==> config.mk <==
export PLATFORM = sky130hd
export DESIGN_NAME = two_group_cv_row_filter_unit
export DESIGN_NICKNAME = d
export VERILOG_FILES = /design/src/rtl/tgcv_pkg.sv /design/src/rtl/two_group_cv_row_filter_unit.sv /design/src/rtl/tgcv_ctrl.sv /design/src/rtl/tgcv_datapath.sv
export SDC_FILE = /design/constraint.sdc
export NUM_CORES = 2
export LEC_CHECK = 0
export ABC_AREA = 1
export BUFFER_PORTS_ARGS = -buffer_cell sky130_fd_sc_hd__buf_2
export CELL_PAD_IN_SITES_DETAIL_PLACEMENT = 1
export CELL_PAD_IN_SITES_GLOBAL_PLACEMENT = 2
export CORE_MARGIN = 5
export CORE_UTILIZATION = 40
export DETAILED_ROUTE_END_ITERATION = 12
export GPL_ROUTABILITY_DRIVEN = 0
export GPL_TIMING_DRIVEN = 0
export PLACE_DENSITY_LB_ADDON = 0.25
export SYNTH_ARGS = -nofsm -noshare
export SYNTH_HDL_FRONTEND = slang
export SYNTH_SLANG_ARGS = --single-unit
==> constraint.sdc <==
create_clock -name clock -period 12.5 [get_ports clock]
set_input_delay 0.625 -clock clock [delete_from_list [all_inputs] [get_ports clock]]
set_output_delay 0.625 -clock clock [all_outputs]
set_load 0.02 [all_outputs]
==> src/rtl/tgcv_pkg.sv <==
// Package for the two-group coefficient-of-variation row filter.
// Holds widths, state codes, the command struct and the threshold reset value.
// No dependencies; used by every module of the block.
package tgcv_pkg;

   localparam int MAX_COLUMNS = 1024;
   localparam int VALUE_W     = 32;
   localparam int TAG_W       = 2;
   localparam int CELL_W      = $clog2(MAX_COLUMNS + 1);
   localparam int TOTAL_W     = CELL_W + 1;
   localparam int SUM_W       = VALUE_W + $clog2(MAX_COLUMNS);
   localparam int PROD_W      = SUM_W + CELL_W;
   localparam int DEN_W       = PROD_W + 1;
   localparam int Q_W         = 16;
   localparam int CV_W        = Q_W + 1;
   localparam int DIV_CNT_W   = $clog2(Q_W);
   localparam int RSP_DATA_W  = 24;

   localparam logic [CV_W-1:0]   CV_ONE            = CV_W'(1 << Q_W);
   localparam logic [CV_W-1:0]   CV_THRESHOLD_INIT = CV_W'(62259);

   localparam logic [TAG_W-1:0]  TAG_FIRST  = TAG_W'(0);
   localparam logic [TAG_W-1:0]  TAG_SECOND = TAG_W'(1);

   localparam logic [2:0] ST_ACCUM = 3'd0;
   localparam logic [2:0] ST_MUL   = 3'd1;
   localparam logic [2:0] ST_SUB   = 3'd2;
   localparam logic [2:0] ST_DIV   = 3'd3;
   localparam logic [2:0] ST_DONE  = 3'd4;

   typedef struct packed {
      logic accept;
      logic mul_load;
      logic sub_load;
      logic div_step;
      logic out_load;
   } tgcv_cmd_type;

endpackage

==> src/rtl/two_group_cv_row_filter_unit.sv <==
// Two-group coefficient-of-variation row filter, top level.
// Streaming channels: req_ carries cells (tdata value, tuser group, tlast row end);
// rsp_ carries one result per row. A single threshold register is written on csr_.
// Cells are taken one per cycle while a row streams in. The row-end transfer starts
// the row computation: cross products, then subtract and add, then the restoring
// divider (one quotient bit per cycle), then the result load. req_tready is low from
// the row-end transfer until the result load. The divider loop is the longest part
// of this per-row work.
// The result register holds a result until it is taken; the next row streams in
// meanwhile, and only its row-end computation waits at the final load while an
// earlier result is stalled on rsp_tready.
// Synchronous reset clears the accumulators, drops any pending result and sets the
// threshold to 62259 (0.95 in Q16). Configuration must be written only while idle.
// Depends on tgcv_pkg, tgcv_ctrl and tgcv_datapath.
module two_group_cv_row_filter_unit (
   input  logic                            clock,
   input  logic                            reset,
   input  logic                            req_tvalid,
   output logic                            req_tready,
   input  logic [tgcv_pkg::VALUE_W-1:0]    req_tdata,   // [31:0] count_value
   input  logic [tgcv_pkg::TAG_W-1:0]      req_tuser,   // [1:0] group_tag
   input  logic                            req_tlast,   // row_end
   output logic                            rsp_tvalid,
   input  logic                            rsp_tready,
   output logic [tgcv_pkg::RSP_DATA_W-1:0] rsp_tdata,   // [0] keep_row, [17:1] cv_value,
                                                        // [18] nonzero_test_passed, zeros
   input  logic                            csr_wr_en,
   input  logic [tgcv_pkg::CV_W-1:0]       csr_wr_data  // cv_threshold
);

   tgcv_pkg::tgcv_cmd_type         cmd;
   logic                           keep_row;
   logic [tgcv_pkg::CV_W-1:0]      cv_value;
   logic                           nonzero_test_passed;

   tgcv_ctrl u_ctrl (
      .clock      (clock),
      .reset      (reset),
      .req_tvalid (req_tvalid),
      .req_tlast  (req_tlast),
      .req_tready (req_tready),
      .rsp_tready (rsp_tready),
      .rsp_tvalid (rsp_tvalid),
      .cmd        (cmd)
   );

   tgcv_datapath u_datapath (
      .clock               (clock),
      .reset               (reset),
      .cmd                 (cmd),
      .count_value         (req_tdata),
      .group_tag           (req_tuser),
      .row_end             (req_tlast),
      .csr_wr_en           (csr_wr_en),
      .csr_wr_data         (csr_wr_data),
      .keep_row            (keep_row),
      .cv_value            (cv_value),
      .nonzero_test_passed (nonzero_test_passed)
   );

   assign rsp_tdata = {{(tgcv_pkg::RSP_DATA_W - tgcv_pkg::CV_W - 2){1'b0}},
                       nonzero_test_passed, cv_value, keep_row};

`ifndef SYNTH
   a_row_end_stalls_input: assert property (@(posedge clock) disable iff (reset)
      (req_tvalid && req_tready && req_tlast) |=> !req_tready)
      else $error("input accepted right after a row-end transfer");

   a_keep_needs_pass: assert property (@(posedge clock) disable iff (reset)
      rsp_tvalid |-> (!keep_row || nonzero_test_passed))
      else $error("row kept without a passed nonzero test");

   a_cv_range: assert property (@(posedge clock) disable iff (reset)
      rsp_tvalid |-> (cv_value <= tgcv_pkg::CV_ONE))
      else $error("coefficient of variation above one");

   a_fail_gives_zero: assert property (@(posedge clock) disable iff (reset)
      (rsp_tvalid && !nonzero_test_passed) |-> (cv_value == '0))
      else $error("nonzero cv for a row that failed the test");
`endif

endmodule

==> src/rtl/tgcv_ctrl.sv <==
// Controller state machine of the row filter.
// Sequences accumulation, multiply, subtract, divide and result hand-off.
// Depends on tgcv_pkg.
module tgcv_ctrl (
   input  logic                  clock,
   input  logic                  reset,
   input  logic                  req_tvalid,
   input  logic                  req_tlast,
   output logic                  req_tready,
   input  logic                  rsp_tready,
   output logic                  rsp_tvalid,
   output tgcv_pkg::tgcv_cmd_type cmd
);

   logic [2:0]                      state_ff, state_in;
   logic [tgcv_pkg::DIV_CNT_W-1:0]  cnt_ff, cnt_in;
   logic                            valid_ff, valid_in;
   logic                            out_free;

   assign out_free   = !valid_ff || rsp_tready;
   assign req_tready = (state_ff == tgcv_pkg::ST_ACCUM);
   assign rsp_tvalid = valid_ff;

   always_comb begin
      state_in     = state_ff;
      cnt_in       = cnt_ff;
      cmd.accept   = 1'b0;
      cmd.mul_load = 1'b0;
      cmd.sub_load = 1'b0;
      cmd.div_step = 1'b0;
      cmd.out_load = 1'b0;
      case (state_ff)
         tgcv_pkg::ST_ACCUM: begin
            cmd.accept = req_tvalid;
            if (req_tvalid && req_tlast) begin
               state_in = tgcv_pkg::ST_MUL;
            end
         end
         tgcv_pkg::ST_MUL: begin
            cmd.mul_load = 1'b1;
            state_in     = tgcv_pkg::ST_SUB;
         end
         tgcv_pkg::ST_SUB: begin
            cmd.sub_load = 1'b1;
            cnt_in       = '0;
            state_in     = tgcv_pkg::ST_DIV;
         end
         tgcv_pkg::ST_DIV: begin
            cmd.div_step = 1'b1;
            cnt_in       = cnt_ff + 1'b1;
            if (cnt_ff == {tgcv_pkg::DIV_CNT_W{1'b1}}) begin
               state_in = tgcv_pkg::ST_DONE;
            end
         end
         tgcv_pkg::ST_DONE: begin
            if (out_free) begin
               cmd.out_load = 1'b1;
               state_in     = tgcv_pkg::ST_ACCUM;
            end
         end
         default: begin
            state_in = tgcv_pkg::ST_ACCUM;
         end
      endcase
   end

   always_comb begin
      if (cmd.out_load) begin
         valid_in = 1'b1;
      end else if (rsp_tready) begin
         valid_in = 1'b0;
      end else begin
         valid_in = valid_ff;
      end
   end

   always_ff @(posedge clock) begin
      if (reset) begin
         state_ff <= tgcv_pkg::ST_ACCUM;
         cnt_ff   <= '0;
         valid_ff <= 1'b0;
      end else begin
         state_ff <= state_in;
         cnt_ff   <= cnt_in;
         valid_ff <= valid_in;
      end
   end

endmodule

==> src/rtl/tgcv_datapath.sv <==
// Datapath of the row filter: group accumulators, cross products,
// restoring Q16 divider, threshold register and result register.
// Depends on tgcv_pkg; driven by commands from tgcv_ctrl.
module tgcv_datapath (
   input  logic                             clock,
   input  logic                             reset,
   input  tgcv_pkg::tgcv_cmd_type           cmd,
   input  logic [tgcv_pkg::VALUE_W-1:0]     count_value,
   input  logic [tgcv_pkg::TAG_W-1:0]       group_tag,
   input  logic                             row_end,
   input  logic                             csr_wr_en,
   input  logic [tgcv_pkg::CV_W-1:0]        csr_wr_data,
   output logic                             keep_row,
   output logic [tgcv_pkg::CV_W-1:0]        cv_value,
   output logic                             nonzero_test_passed
);

   localparam int SUM_W  = tgcv_pkg::SUM_W;
   localparam int CELL_W = tgcv_pkg::CELL_W;
   localparam int PROD_W = tgcv_pkg::PROD_W;
   localparam int DEN_W  = tgcv_pkg::DEN_W;
   localparam int Q_W    = tgcv_pkg::Q_W;
   localparam int CV_W   = tgcv_pkg::CV_W;

   logic [CV_W-1:0]   thr_ff;

   logic [SUM_W-1:0]  acc_s1_ff, acc_s1_in, acc_s2_ff, acc_s2_in;
   logic [CELL_W-1:0] acc_n1_ff, acc_n1_in, acc_n2_ff, acc_n2_in;
   logic [CELL_W-1:0] acc_z1_ff, acc_z1_in, acc_z2_ff, acc_z2_in;
   logic [tgcv_pkg::TOTAL_W-1:0] total;
   logic              room, nonzero;

   logic [SUM_W-1:0]  s1_ff, s2_ff;
   logic [CELL_W-1:0] n1_ff, n2_ff;
   logic              passed_ff, passed_in, empty_ff;

   logic [PROD_W-1:0] a_ff, a_in, b_ff, b_in;
   logic [PROD_W-1:0] num;
   logic [DEN_W-1:0]  den, den_ff;
   logic              ge_ff, zden_ff;

   logic [DEN_W-1:0]  rem_ff, rem_in;
   logic [DEN_W:0]    rem_shift;
   logic              rem_ge;
   logic [Q_W-1:0]    q_ff, q_in;

   logic [CV_W-1:0]   cv_in;
   logic              keep_ff, pass_out_ff;
   logic [CV_W-1:0]   cv_ff;

   assign total   = {1'b0, acc_n1_ff} + {1'b0, acc_n2_ff};
   assign room    = total < tgcv_pkg::TOTAL_W'(tgcv_pkg::MAX_COLUMNS);
   assign nonzero = (count_value != '0);

   always_comb begin
      acc_s1_in = acc_s1_ff;
      acc_s2_in = acc_s2_ff;
      acc_n1_in = acc_n1_ff;
      acc_n2_in = acc_n2_ff;
      acc_z1_in = acc_z1_ff;
      acc_z2_in = acc_z2_ff;
      if (room && group_tag == tgcv_pkg::TAG_FIRST) begin
         acc_s1_in = acc_s1_ff + SUM_W'(count_value);
         acc_n1_in = acc_n1_ff + 1'b1;
         acc_z1_in = acc_z1_ff + CELL_W'(nonzero);
      end else if (room && group_tag == tgcv_pkg::TAG_SECOND) begin
         acc_s2_in = acc_s2_ff + SUM_W'(count_value);
         acc_n2_in = acc_n2_ff + 1'b1;
         acc_z2_in = acc_z2_ff + CELL_W'(nonzero);
      end
   end

   assign passed_in = (acc_z1_in > (acc_n1_in >> 1)) || (acc_z2_in > (acc_n2_in >> 1));

   always_ff @(posedge clock) begin
      if (reset) begin
         thr_ff    <= tgcv_pkg::CV_THRESHOLD_INIT;
         acc_s1_ff <= '0;
         acc_s2_ff <= '0;
         acc_n1_ff <= '0;
         acc_n2_ff <= '0;
         acc_z1_ff <= '0;
         acc_z2_ff <= '0;
      end else begin
         if (csr_wr_en) begin
            thr_ff <= csr_wr_data;
         end
         if (cmd.accept) begin
            if (row_end) begin
               acc_s1_ff <= '0;
               acc_s2_ff <= '0;
               acc_n1_ff <= '0;
               acc_n2_ff <= '0;
               acc_z1_ff <= '0;
               acc_z2_ff <= '0;
            end else begin
               acc_s1_ff <= acc_s1_in;
               acc_s2_ff <= acc_s2_in;
               acc_n1_ff <= acc_n1_in;
               acc_n2_ff <= acc_n2_in;
               acc_z1_ff <= acc_z1_in;
               acc_z2_ff <= acc_z2_in;
            end
         end
      end
   end

   assign a_in = PROD_W'(s1_ff) * PROD_W'(n2_ff);
   assign b_in = PROD_W'(s2_ff) * PROD_W'(n1_ff);
   assign num  = (a_ff >= b_ff) ? (a_ff - b_ff) : (b_ff - a_ff);
   assign den  = {1'b0, a_ff} + {1'b0, b_ff};

   assign rem_shift = {rem_ff, 1'b0};
   assign rem_ge    = rem_shift >= {1'b0, den_ff};
   assign rem_in    = rem_ge ? DEN_W'(rem_shift - {1'b0, den_ff}) : DEN_W'(rem_shift);
   assign q_in      = {q_ff[Q_W-2:0], rem_ge};

   always_comb begin
      if (!passed_ff) begin
         cv_in = '0;
      end else if (empty_ff) begin
         cv_in = tgcv_pkg::CV_ONE;
      end else if (zden_ff) begin
         cv_in = '0;
      end else if (ge_ff) begin
         cv_in = tgcv_pkg::CV_ONE;
      end else begin
         cv_in = {1'b0, q_ff};
      end
   end

   always_ff @(posedge clock) begin
      if (cmd.accept && row_end) begin
         s1_ff     <= acc_s1_in;
         s2_ff     <= acc_s2_in;
         n1_ff     <= acc_n1_in;
         n2_ff     <= acc_n2_in;
         passed_ff <= passed_in;
         empty_ff  <= (acc_n1_in == '0) || (acc_n2_in == '0);
      end
      if (cmd.mul_load) begin
         a_ff <= a_in;
         b_ff <= b_in;
      end
      if (cmd.sub_load) begin
         den_ff  <= den;
         rem_ff  <= DEN_W'(num);
         q_ff    <= '0;
         ge_ff   <= DEN_W'(num) >= den;
         zden_ff <= (den == '0);
      end
      if (cmd.div_step) begin
         rem_ff <= rem_in;
         q_ff   <= q_in;
      end
      if (cmd.out_load) begin
         cv_ff       <= cv_in;
         keep_ff     <= passed_ff && (cv_in >= thr_ff);
         pass_out_ff <= passed_ff;
      end
   end

   assign keep_row            = keep_ff;
   assign cv_value            = cv_ff;
   assign nonzero_test_passed = pass_out_ff;

endmodule

* After elaboration in Yosys (flattened, before gate mapping)
Cells that the tools add are included.
Storage, ports and cells: bits in registers 512, word-level logic and storage cells 113, bits of input ports 57, output and inout port bits 26
Cells by class: muxes and demuxes 38, magnitude comparators 7, eq/ne operators 9, multipliers 2, reduce and logical (&&, ||, !) cells 19, add/subtract/negate cells 12
Operators with widths (count):
- $mux 42 | 5
- $mux 54 | 3
- $mux 11 | 10
- $mul 42x11->53 | 2
- $sub 53x53->53 | 2
- $add 42x32->42 | 2
- $mux 17 | 4
- $ge 55x54->1 | 1
- $add 53x53->54 | 1
- $ge 53x54->1 | 1
- $logic_not 54->1 | 1
- $sub 54x54->54 | 1
- $ge 53x53->1 | 1
- $mux 53 | 1
- $mux 16 | 2
- $reduce_bool 32->1 | 1
- $add 11x1->11 | 2
- $add 11x1->11 const B | 2
- $gt 11x10->1 | 2
- $logic_not 11->1 | 2
- $ge 17x17->1 | 1
- $pmux 3 s5 | 1
- $add 11x11->12 | 1
- $lt 12x11->1 const B | 1
- 17 further kinds | 37

* Logic depth before layout (Yosys ltp)
word-level depth 7, gate-level depth with buffers 35, depth with buffers taken out 33

* Cells and area by module
Synthesis repeated with hierarchy kept, for this count alone.
Second synthesis, totals: cells, all modules 10064, area total of the unflattened synthesis 72557.1 um^2
Modules (own cells, without submodules):
- tgcv_datapath | sequential area each 13683.1 um^2, instances 1, cells each 9994, area each 72030.3 um^2
- tgcv_ctrl | sequential area each 160.2 um^2, instances 1, cells each 62, area each 470.5 um^2
- two_group_cv_row_filter_unit | sequential area each 0.0 um^2, instances 1, cells each 8, area each 56.3 um^2

* Worst setup path after synthesis
No wires, ideal clock.
path kind input to register, start input port req_tvalid, end register u_datapath.empty_ff, enable pin, stages on the path 2, arrival 7995 ps, path buffers 0, library setup time 707 ps, required time 11793 ps, path slack 3798 ps, cell sequence nand2_1 nor3_1
Between the ends: word-level cells in the longest chain between the ends 2
Ends and longest elaborated chain:
- from (decl) | RTL line two_group_cv_row_filter_unit.sv:18 | input logic req_tvalid,
- $mux 1 | RTL line tgcv_ctrl.sv:32 | case (state_ff)
- $logic_and 1x1->1 | RTL line tgcv_datapath.sv:133 | if (cmd.accept && row_end) begin
- to (signal assigned) | RTL line tgcv_datapath.sv:139 | empty_ff <= (acc_n1_in == '0) || (acc_n2_in == '0);
- to (decl) | RTL line tgcv_datapath.sv:35 | logic passed_ff, passed_in, empty_ff;
No other way between the ends. A chain may end at the register's enable or synchronous reset.

* Worst setup path after layout
start register u_datapath.n2_ff[6], end register u_datapath.a_ff[45] (data pin)
Between the ends: word-level cells in the longest chain between the ends 1
Ends and longest elaborated chain:
- from (decl) | RTL line tgcv_datapath.sv:34 | logic [CELL_W-1:0] n1_ff, n2_ff;
- from (signal assigned) | RTL line tgcv_datapath.sv:137 | n2_ff <= acc_n2_in;
- $mul 42x11->53 | RTL line tgcv_datapath.sv:108 | assign a_in = PROD_W'(s1_ff) * PROD_W'(n2_ff);
- via u_datapath.a_in[45] | RTL line tgcv_datapath.sv:37 | logic [PROD_W-1:0] a_ff, a_in, b_ff, b_in;
- to (signal assigned) | RTL line tgcv_datapath.sv:142 | a_ff <= a_in;
- to (decl) | RTL line tgcv_datapath.sv:37
The timed path passes the listed nets, and every way through them passes these cells.

==> metrics.log <==
INFO  metric netlist-cell-type-count = 69
INFO  metric critical_path_arrival = around 7.7 ns
INFO  metric htreeDepth = 3
INFO  metric timing.final.ws_setup = ~5.3 ns
INFO  metric multi_input_area = slightly below 50,000 um^2
INFO  metric place_hpwl = 260,000 um
INFO  metric start_util = 0.402
INFO  metric portBuffers = 76
INFO  metric clk_transition_reported_paths = 0.06 ns
INFO  metric timing_worst_slew_pin_value = between 1.5 and 2 ns
INFO  metric setup.worst_path.end_class = register
INFO  metric run_status = complete, but fails checks
INFO  metric cts_root_buffer = sky130_fd_sc_hd__clkbuf_16
INFO  metric ant_nets = 0
INFO  metric synthMostInstantiatedCell = sky130_fd_sc_hd__nand2_1
INFO  metric clock_tree_from_tritoncts = yes
INFO  metric num-nets-final = ~12,000
INFO  metric synth-edff-count = ~360
INFO  metric die_y = about 440 um
INFO  metric flip_flop_and_latch_area = between 10,000 and 15,000 um^2
INFO  metric netlist_top_cells_count = sky130_fd_sc_hd__nand2_1, sky130_fd_sc_hd__inv_1, sky130_fd_sc_hd__a21oi_1
INFO  metric routedWlPerCell = around 24 um
INFO  metric worstSetupStartpointType = register
INFO  metric post_synth_main_area_contributors = sky130_fd_sc_hd__fa_1, sky130_fd_sc_hd__edfxtp_1, sky130_fd_sc_hd__nand2_1
INFO  metric crit-reg2reg-launch = u_datapath.n2_ff[6]
INFO  metric postPlaceCellArea = 76,100 um^2
INFO  metric failed_checks = capacitance limit, slew limit
INFO  metric r2r_end = u_datapath.a_ff[45]
INFO  metric avgViaCountPerCell = around 5.4
INFO  metric holdCritPathClass = in -> reg
INFO  metric setup.worst_path.class = reg -> reg
INFO  metric crit_family = adder cells
INFO  metric cts-hold-fix-buffers = 0
INFO  metric grt_antenna_before_repair = 9
INFO  metric grt_pass1_vias = 73,600
INFO  metric critical_path.max_fanout = 10
INFO  metric number_of_synthesized_register_bits = ~510
INFO  metric critical_path_depth = 24
INFO  metric detailedRoute.firstPassIterationCount = 5
INFO  metric clock-sinks = 512
INFO  metric globalRouteOverflowTotal = 0
INFO  metric worst_r2r_path_depth = 24
INFO  metric setup_repair_after_global_routing_missed_its_margin = false
INFO  metric grt_util_all_layers = 0.315
INFO  metric drt-total-wl = a little over 300,000 um
INFO  metric clock-skew-final = roughly 0.036 ns
INFO  metric ys.flop_type = sky130_fd_sc_hd__edfxtp_1
INFO  metric slew_violations = 4
INFO  metric cts_made_buffers = 67
INFO  metric cts.repair.resized = 0
INFO  metric timing.final.crit_period = 7.24 ns
INFO  metric post_route_worst_hold_slack = around 0.17 ns
INFO  metric syn_inst = between 10,000 and 15,000
INFO  metric pin_count_of_the_biggest_net_entering_global_routing = 52
INFO  metric cts.repair_timing.setup_buffer_count = 0
INFO  metric synth_warnings = 0
INFO  metric worst_setup_path_startpoint = u_datapath.n2_ff[6]
INFO  metric grt_first_pass_wirelength = 454,000 um
INFO  metric synth_seq_area_share = 0.191
INFO  metric timing.critical_path.cells = clkbuf_1 -> clkbuf_1 -> nand2_1 -> fa_1 -> inv_1 -> fa_1 -> fa_1 -> fa_1 -> inv_1 -> fa_1 -> inv_1 -> ha_1 -> a21oi_1 -> inv_1 -> a31oi_1 -> o21ai_0 -> nand2_1 -> o211ai_1 -> inv_1 -> o21ai_0 -> nand2_1 -> nand2_1 -> a31oi_1 -> xnor2_1
INFO  metric rrSetupSlack = around 5.3 ns
INFO  metric post-route-cell-area = ~80,000 um^2
INFO  metric clockBufferDepth = 3
INFO  metric area_delta_synth_final = 8.25%
INFO  metric design.portCount = a little over 80
INFO  metric synth_area_per_cell = between 7 and 8 um^2
INFO  metric synthDominantAreaCellType = sky130_fd_sc_hd__fa_1
INFO  metric synth_area = 72,400 um^2
INFO  metric achievable-frequency = between 100 and 150 MHz
INFO  metric preCtsSetupSlack = roughly 5.4 ns
INFO  metric async_flop_share = 0
INFO  metric worst_hold_path.num_cells = 3
INFO  metric setup.worst_path.end = u_datapath.a_ff[45]
INFO  metric clk_latency = about 0.7 ns
INFO  metric fp.dieW = around 440 um
INFO  metric core.rowCount = 156
INFO  metric core-area = 180,000 um^2
INFO  metric design.die.area = about 190,000 um^2
INFO  metric timing.critical_path.buf_inv = 7
INFO  metric max-slew-margin-rel = -0.0115
INFO  metric drt-initial-drc-count = just over 4,000
INFO  metric final_util = 0.435
INFO  metric n_fill_cell = approximately 23,000
INFO  metric cap_viol_max_count = 1
INFO  metric cell_with_the_biggest_individual_delay_on_the_critical_path = sky130_fd_sc_hd__clkbuf_1
INFO  metric critPathRequiredTime = between 10 and 15 ns
INFO  metric drive_above_1_share = 0.0508
INFO  metric synth_top_area_share = 0.200
INFO  metric max_stage_delay = approximately 1.0 ns
INFO  metric setup_violations = 0
INFO  metric detailroute.via_count = ~70,000
INFO  metric final_min_period_over_clock_period = 0.580
INFO  metric drc_violation_count_after_routing = 0
INFO  metric finalHoldViolCount = 0
final cells by class:
type / count / area share
flip-flops and latches: 512 / 0.177
well taps: 2370 / 0.0378
diodes: 2 / 0.0000638
plain buffers: 354 / 0.0204
multi-input cells: 7159 / 0.630
clock buffers: 85 / 0.0238
repair buffers: 98 / 0.00809
inverters: 2026 / 0.0971
clock inverters: 38 / 0.00576
worst reg2reg max path, stage by stage (launching register included):
cell	delay, ns
sky130_fd_sc_hd__edfxtp_1	0.32
sky130_fd_sc_hd__clkbuf_1	0.69
sky130_fd_sc_hd__clkbuf_1	1.04
sky130_fd_sc_hd__nand2_1	0.21
sky130_fd_sc_hd__fa_1	0.56
sky130_fd_sc_hd__inv_1	0.06
sky130_fd_sc_hd__fa_1	0.56
sky130_fd_sc_hd__fa_1	0.44
sky130_fd_sc_hd__fa_1	0.50
sky130_fd_sc_hd__inv_1	0.05
sky130_fd_sc_hd__fa_1	0.50
sky130_fd_sc_hd__inv_1	0.05
sky130_fd_sc_hd__ha_1	0.35
sky130_fd_sc_hd__a21oi_1	0.17
sky130_fd_sc_hd__inv_1	0.07
sky130_fd_sc_hd__a31oi_1	0.34
sky130_fd_sc_hd__o21ai_0	0.17
sky130_fd_sc_hd__nand2_1	0.10
sky130_fd_sc_hd__o211ai_1	0.09
sky130_fd_sc_hd__inv_1	0.07
sky130_fd_sc_hd__o21ai_0	0.17
sky130_fd_sc_hd__nand2_1	0.11
sky130_fd_sc_hd__nand2_1	0.09
sky130_fd_sc_hd__a31oi_1	0.17
sky130_fd_sc_hd__xnor2_1	0.10
through the flow:
step	setup TNS, ns	std cells
2_1_floorplan	0	10100
3_3_place_gp	-39.49	12500
3_5_place_dp	0	12500
4_1_cts	0	12600
5_1_grt	0	12600
6_report	0	12600
registers in the layout (all words and copies together), names as in the netlist, 11 cells and up:
| signal | cells |
|---|---|
| u_datapath.den_ff | 54 |
| u_datapath.n1_ff | 11 |
| u_datapath.a_ff | 53 |
| u_datapath.acc_z1_ff | 11 |
| u_datapath.acc_n2_ff | 11 |
| u_datapath.n2_ff | 11 |
| u_datapath.acc_s1_ff | 42 |
| u_datapath.acc_z2_ff | 11 |
| u_datapath.s2_ff | 42 |
| u_datapath.acc_n1_ff | 11 |
| u_datapath.b_ff | 53 |
| u_datapath.q_ff | 16 |
| u_datapath.s1_ff | 42 |
| u_datapath.acc_s2_ff | 42 |
| u_datapath.rem_ff | 54 |
| u_datapath.thr_ff | 17 |
| u_datapath.cv_value | 17 |
worst min path at each step:
stage	start	endpoint
floorplan	u_datapath.thr_ff[0]	u_datapath.thr_ff[0]
global placement	u_datapath.acc_s1_ff[39]	u_datapath.acc_s1_ff[39]
detailed placement	u_datapath.thr_ff[16]	u_datapath.thr_ff[16]
CTS	csr_wr_data[13]	u_datapath.thr_ff[13]
global route	csr_wr_data[0]	u_datapath.thr_ff[0]
finish	csr_wr_data[0]	u_datapath.thr_ff[0]
kinds of logic after synthesis:
kind of cell | Yosys count | synth area share
AO/OA/AOI/OAI | 1584 | 0.123
XOR/XNOR | 338 | 0.0413
adder cells (fa/ha/maj) | 1288 | 0.298
buffers and inverters | 2380 | 0.127
flip-flops | 512 | 0.191
other | 1 | 0.0000518
AND/OR/NAND/NOR | 3944 | 0.220
layer usage:
layer  GRT usage  wire, um
met1       0.385    125000
met2       0.538    144000
met3      0.0476     16200
met4       0.161     18700
met5           0        40
placed cells by master (no fill, tap or decap), types with 70 or more instances in the layout:
master and instances:
sky130_fd_sc_hd__a21oi_1 726, sky130_fd_sc_hd__a31oi_1 74, sky130_fd_sc_hd__o21ai_0 383, sky130_fd_sc_hd__dfxtp_1 153, sky130_fd_sc_hd__clkbuf_1 261, sky130_fd_sc_hd__inv_1 1924, sky130_fd_sc_hd__inv_2 97, sky130_fd_sc_hd__fa_1 724
sky130_fd_sc_hd__nor2_1 680, sky130_fd_sc_hd__xnor2_1 83, sky130_fd_sc_hd__xor2_1 251, sky130_fd_sc_hd__nand2_1 2680, sky130_fd_sc_hd__edfxtp_1 359, sky130_fd_sc_hd__o21ai_1 92, sky130_fd_sc_hd__nand3_1 267, sky130_fd_sc_hd__ha_1 564
sky130_fd_sc_hd__buf_2 126, sky130_fd_sc_hd__clkbuf_16 70, sky130_fd_sc_hd__nor3_1 84
Power is left out: the tool's default activity adds up to more than one toggle a clock period on the data nets, which glitch-free logic cannot reach.
